`src/rtl/svc_pkg.sv`:
```
package svc_pkg;

  localparam int unsigned VALUE_W = 32;
  localparam int unsigned BYTE_W  = 8;
  localparam int unsigned MAX_BYTES = 5;

  localparam logic [1:0] RK_BYTE  = 2'd0;
  localparam logic [1:0] RK_VALUE = 2'd1;
  localparam logic [1:0] RK_TRUNC = 2'd2;

  localparam logic KIND_DECODE = 1'b0;
  localparam logic KIND_ENCODE = 1'b1;

  localparam logic [31:0] MASK_LEN1 = 32'hFFFF_FFC0;
  localparam logic [31:0] MASK_LEN2 = 32'hFFFF_E000;
  localparam logic [31:0] MASK_LEN3 = 32'hFFF0_0000;
  localparam logic [31:0] MASK_LEN4 = 32'hF800_0000;
  localparam logic [31:0] MASK_LEN5 = 32'h8000_0000;

  localparam logic [31:0] POS_LIM1 = 32'h0000_0040;
  localparam logic [31:0] POS_LIM2 = 32'h0000_2000;
  localparam logic [31:0] POS_LIM3 = 32'h0010_0000;
  localparam logic [31:0] POS_LIM4 = 32'h0800_0000;

  typedef logic [MAX_BYTES-1:0][BYTE_W-1:0] enc_bytes_t;

  typedef struct packed {
    logic              valid;
    logic [1:0]        kind;
    logic [VALUE_W-1:0] value;
  } dec_res_t;

endpackage

```
`src/rtl/signed_varint_codec_core.sv`:
```
// Decode: one byte per cycle while in_stall is low; its result (if any) is registered the
// cycle after acceptance. Encode: a value of n bytes (1 to 5) yields one byte per cycle
// while out_stall is low, the first registered the cycle after acceptance; in_stall holds
// until all n are sent. The output register sets throughput, one result per unstalled cycle.
// Synchronous reset clears the decode state, the pending byte queue and out_valid.
module signed_varint_codec_core (
  input  logic               clk,
  input  logic               rst,
  input  logic               in_valid,
  output logic               in_stall,
  input  logic               kind,
  input  logic [7:0]         in_byte,
  input  logic signed [31:0] in_value,
  input  logic               buffer_end,
  output logic               out_valid,
  input  logic               out_stall,
  output logic [1:0]         result_kind,
  output logic [7:0]         out_byte,
  output logic signed [31:0] out_value,
  output logic               last
);

  logic                 accept_in;
  logic                 out_free;
  logic [2:0]           enc_count;
  svc_pkg::enc_bytes_t  enc_bytes;
  svc_pkg::dec_res_t    dec;

  logic [3:0][7:0]      pend;
  logic [2:0]           pend_cnt;

  assign out_free  = !out_valid || !out_stall;
  assign in_stall  = (pend_cnt != 3'd0) || !out_free;
  assign accept_in = in_valid && !in_stall;

  svc_enc u_enc (
    .value     (in_value),
    .count     (enc_count),
    .enc_bytes (enc_bytes)
  );

  svc_dec u_dec (
    .clk        (clk),
    .rst        (rst),
    .take       (accept_in && (kind == svc_pkg::KIND_DECODE)),
    .in_byte    (in_byte),
    .buffer_end (buffer_end),
    .dec        (dec)
  );

  always_ff @(posedge clk) begin
    if (rst) begin
      out_valid <= 1'b0;
      pend_cnt  <= '0;
    end else if (accept_in) begin
      if (kind == svc_pkg::KIND_ENCODE) begin
        out_valid   <= 1'b1;
        result_kind <= svc_pkg::RK_BYTE;
        out_byte    <= enc_bytes[0];
        out_value   <= '0;
        last        <= (enc_count == 3'd1);
        pend        <= enc_bytes[4:1];
        pend_cnt    <= enc_count - 3'd1;
      end else begin
        out_valid   <= dec.valid;
        result_kind <= dec.kind;
        out_byte    <= '0;
        out_value   <= dec.value;
        last        <= 1'b1;
      end
    end else if ((pend_cnt != 3'd0) && out_free) begin
      out_valid   <= 1'b1;
      result_kind <= svc_pkg::RK_BYTE;
      out_byte    <= pend[0];
      out_value   <= '0;
      last        <= (pend_cnt == 3'd1);
      pend        <= {8'd0, pend[3:1]};
      pend_cnt    <= pend_cnt - 3'd1;
    end else if (out_free) begin
      out_valid <= 1'b0;
    end
  end

endmodule

```
`src/rtl/svc_enc.sv`:
```
module svc_enc (
  input  logic [31:0]          value,
  output logic [2:0]           count,
  output svc_pkg::enc_bytes_t  enc_bytes
);

  logic neg;

  always_comb begin
    neg = value[31];
    if (!neg) begin
      if (value < svc_pkg::POS_LIM1) count = 3'd1;
      else if (value < svc_pkg::POS_LIM2) count = 3'd2;
      else if (value < svc_pkg::POS_LIM3) count = 3'd3;
      else if (value < svc_pkg::POS_LIM4) count = 3'd4;
      else count = 3'd5;
    end else begin
      if (value > svc_pkg::MASK_LEN1) count = 3'd1;
      else if (value > svc_pkg::MASK_LEN2) count = 3'd2;
      else if (value > svc_pkg::MASK_LEN3) count = 3'd3;
      else if (value > svc_pkg::MASK_LEN4) count = 3'd4;
      else count = 3'd5;
    end

    // continuation bit set on every byte but the final one
    enc_bytes[0] = {(count > 3'd1), neg, value[5:0]};
    enc_bytes[1] = {(count > 3'd2), value[12:6]};
    enc_bytes[2] = {(count > 3'd3), value[19:13]};
    enc_bytes[3] = {(count > 3'd4), value[26:20]};
    enc_bytes[4] = {4'd0, value[30:27]};
  end

endmodule

```
`src/rtl/svc_dec.sv`:
```
module svc_dec (
  input  logic                clk,
  input  logic                rst,
  input  logic                take,
  input  logic [7:0]          in_byte,
  input  logic                buffer_end,
  output svc_pkg::dec_res_t   dec
);

  logic [31:0] accumulator;
  logic [2:0]  byte_count;
  logic        negative_flag;

  logic [31:0] acc_next;
  logic        neg_next;
  logic [2:0]  count_next;
  logic [31:0] mask;
  logic        done;

  always_comb begin
    acc_next = accumulator;
    neg_next = negative_flag;
    case (byte_count)
      3'd0: begin
        acc_next = {26'd0, in_byte[5:0]};
        neg_next = in_byte[6];
      end
      3'd1: acc_next = accumulator | {19'd0, in_byte[6:0], 6'd0};
      3'd2: acc_next = accumulator | {12'd0, in_byte[6:0], 13'd0};
      3'd3: acc_next = accumulator | {5'd0, in_byte[6:0], 20'd0};
      default: acc_next = accumulator | {in_byte[4:0], 27'd0};
    endcase
    count_next = byte_count + 3'd1;
    done = !in_byte[7] || (count_next >= 3'd5);
    case (count_next)
      3'd1: mask = svc_pkg::MASK_LEN1;
      3'd2: mask = svc_pkg::MASK_LEN2;
      3'd3: mask = svc_pkg::MASK_LEN3;
      3'd4: mask = svc_pkg::MASK_LEN4;
      default: mask = svc_pkg::MASK_LEN5;
    endcase
    dec.valid = done || buffer_end;
    dec.kind  = done ? svc_pkg::RK_VALUE : svc_pkg::RK_TRUNC;
    dec.value = done ? (acc_next | (neg_next ? mask : 32'd0)) : 32'd0;
  end

  always_ff @(posedge clk) begin
    if (rst) begin
      accumulator   <= '0;
      byte_count    <= '0;
      negative_flag <= 1'b0;
    end else if (take) begin
      if (done || buffer_end) begin
        accumulator   <= '0;
        byte_count    <= '0;
        negative_flag <= 1'b0;
      end else begin
        accumulator   <= acc_next;
        byte_count    <= count_next;
        negative_flag <= neg_next;
      end
    end
  end

endmodule
```
`config.mk`:
```
export PLATFORM = sky130hd
export DESIGN_NAME = signed_varint_codec_core
export DESIGN_NICKNAME = d
export VERILOG_FILES = /design/src/rtl/svc_pkg.sv /design/src/rtl/signed_varint_codec_core.sv /design/src/rtl/svc_enc.sv /design/src/rtl/svc_dec.sv
export SDC_FILE = /design/constraint.sdc
export NUM_CORES = 1
export LEC_CHECK = 0
export ABC_AREA = 1
export BUFFER_PORTS_ARGS = -buffer_cell sky130_fd_sc_hd__buf_4
export CORE_MARGIN = 3
export CORE_UTILIZATION = 39
export DETAILED_ROUTE_END_ITERATION = 7
export RECOVER_POWER = 50
export SYNTH_ARGS = -nofsm -noshare
export SYNTH_HDL_FRONTEND = slang
export SYNTH_SLANG_ARGS = --single-unit
```
`constraint.sdc`:
```
create_clock -name clk -period 3.7 [get_ports clk]
set_input_delay 0.185 -clock clk [delete_from_list [all_inputs] [get_ports clk]]
set_output_delay 0.185 -clock clk [all_outputs]
set_load 0.1 [all_outputs]
```
==> results.ini <==
[outcome]
status = complete, no violations

[clock_tree]
post-cts-setup-buffers = 0
cts_hold_buffers = 0
cts_tree = done
cts.repair.resized = 0
cts_buffers = 9
clockBufferDepth = 2
cts.clk_slew.worst_paths_ps = 80
cts.sinks = 111
cts-root-buf = clkbuf_16
insertion_delay_ps = 360
cts_max_level = 3

[logic_synthesis]
synth-seq-cells = 111
ys.flop_type = edfxtp_1
yosysMostFrequentCell = nand2_1
synth.avg_cell_area_um2 = 8.37
yosys.area.top_type = edfxtp_1
ys_top_cells_by_area = edfxtp_1 (40%), dfxtp_1 (15%), nand2_1 (13%)
synth-edff-count = 71
yosysSeqAreaShare_pct = 54.8
synthTopCellsByCount = nand2_1 (186), inv_1 (94), edfxtp_1 (71)
synth_cell_types = 32
syn-num-nets = 698
syn_area_um2 = 5360
yosys.area.top_type_share_pct = 39.8
ys_warn_count = 0
synth_cells = 640
synthArstFlopShare_pct = 0

[die]
fp.dieH_um = 123
coreArea_um2 = 13300
die_w_um = 123
core.rowCount = 42
io_pins = 91
initial_core_util_pct = 40.1
die_area_um2 = 15200

[power]
ir_worst_vdd_uv = 439
p_leak_uw = 0.00272
clkPwrFrac_pct = 21.1
p_seq_share_pct = 38.6
intPower_uw = 2470
power_density_nw_per_um2 = 729
sw_frac_of_total_pct = 46.3
power_switching_uw = 2130
p_comb_share_pct = 40.3

[sta]
setup_viol = 0
worst_slack_ps = 952
maxSlewViolCount = 0
rsz0062_at_grt = no
fin_skew_ps = 9.16
worst_pin_slew_ps = 1200
finalHoldViolations = 0
tns_ps = 0
slew_headroom_pct = 20.5
fin_crit_sh_pct = 74.3
period_minus_slack_ps = 2750
max_freq_mhz = 364

[global_routing]
track_usage_pct = 16.7
grt_max_degree = 44
grt_pass1_vias = 4084
grt_overflow_total = 0
grt_pass1_wl_mm = 19.6
antenna_found_initial = 0

[setup_path]
required_ps = 3730
cp.arrival_ps = 2770
crit_start = pend_cnt[0]$_SDFFE_PP0P_
rr_startpoint = pend_cnt[0]$_SDFFE_PP0P_
path_buf_inv = 6
cpPeakStageDelay_ps = 410
crit_family = buffers and inverters
worstPathMaxFanout = 38
crit_type = reg -> reg
crit_path_start_kind = flip-flop
cpMaxStageDelayCell = buf_4
cp_cell_sequence = inv_1, ha_1, inv_1, nor2_1, nand3_1, inv_1, nand2_2, buf_4, inv_1, nor3_4, buf_4
end_kind = flip-flop
cp_common_cell = inv_1

[route]
drt_iter0_markers = 354
wl_per_cell_um = 13.6
drcViolationCount = 0
drt-pass1-iter-count = 5
wl_mm = 12.3
viasPerCell = 4.86
ant_nets = 0
vias = 4398

[placement]
dp_hpwl_mm = 8.58
gp_congestion = 0.831
portBuffers = 90
dp_slack_ps = 1180

[finish]
nFillCells = 1347
diodes = 0
fin_nets = 782
synthToLayoutAreaGrowth_pct = 17.9
drive_above_1_share_pct = 10.2

[worst_hold_path]
hp-class = in -> reg
min-delay-start = in_value[17]

[flow_run]
cap_violations = 0

## layout make-up
type	count	area, um^2	share of cell area [%]
clock buffers	10	250	3.96
clock inverters	6	47.5	0.753
inverters	96	360	5.71
well taps	176	220	3.49
flip-flops and latches	111	2930	46.5
repair buffers	95	553	8.76
multi-input cells	411	1950	30.9
## power by group through the flow
stage	registers, uW	clock network [uW]	logic [uW]
after floorplan	2810	0	538
after global placement	1810	0	1990
after detailed placement	1810	0	2010
after CTS	1790	1000	2010
after global routing	1800	1050	1970
final	1780	973	1850
## routing by layer
metal	vias to the layer above	share of wire [%]	global-route usage, %
met4	0	1.5	6.71
li1	2225	-	-
met5	-	0	0
met3	15	5.1	3.61
met1	2049	44	21.4
met2	109	49	27.4
## kinds of logic (layout without fill, tap and decap cells)
kind of cell	count (synthesis)	count (layout)	share of synthesized area (%)
buf+inv	118	207	8.83
simple gates	272	272	20.6
compound gates	124	124	12.4
mux	2	2	0.374
flops	111	111	54.8
fa+ha+maj	12	12	2.80
xor+xnor	1	1	0.164
## sequential cells by signal, summed over array words and instances, names as in the netlist
signal	count
out_byte	8
u_dec.accumulator	32
out_valid	1
u_dec.negative_flag	1
out_value	32
result_kind	2
u_dec.byte_count	3
last	1
pend	28
pend_cnt	3
## worst paths after layout
path	to	slack [ps]	cells past startpoint
max	pend[19]$_DFFE_PP_	950	11
min	pend[12]$_DFFE_PP_	110	3
max reg2reg	pend[19]$_DFFE_PP_	950	11
min reg2reg	u_dec.negative_flag$_SDFFE_PP0P_	460	2
## cell usage in the layout, fill, tap and decap left out, drive strengths merged
master and count:
a31oi 2, edfxtp 71, nand2 187, or2 1
nor2 64, nand4 4, clkbuf 56, clkinvlp 1
buf 49, nand3b 1, a21oi 53, ha 12
clkinv 2, xnor2 1, a22o 4, nand3 11
o21ai 54, nor3 3, a22oi 9, and3 1
mux2i 2, inv 99, a211oi 1, dfxtp 40
a21boi 1
## stage by stage
| step | total power, uW | cell area [um^2] | util [%] | std cells | hold slack [ps] |
|---|---|---|---|---|---|
| floorplan | 3350 | 5360 | - | 640 | 356 |
| global placement | 3800 | 6210 | 46.5 | 889 | 449 |
| detailed placement | 3820 | 6210 | 46.5 | 889 | 455 |
| CTS | 4790 | 6510 | 48.7 | 905 | 94.4 |
| global route | 4820 | 6310 | 47.3 | 905 | 103 |
| finish | 4600 | 6310 | 47.3 | 905 | 109 |
## worst register-to-register path, cell delays in order, from the launching register on
cell     delay [ps]
dfxtp_1         370
inv_1            80
ha_1            200
inv_1            50
nor2_1           60
nand3_1         100
inv_1           320
nand2_2         180
buf_4           410
inv_1           160
nor3_4          120
buf_4           360
(Power assumes the default switching activity.)
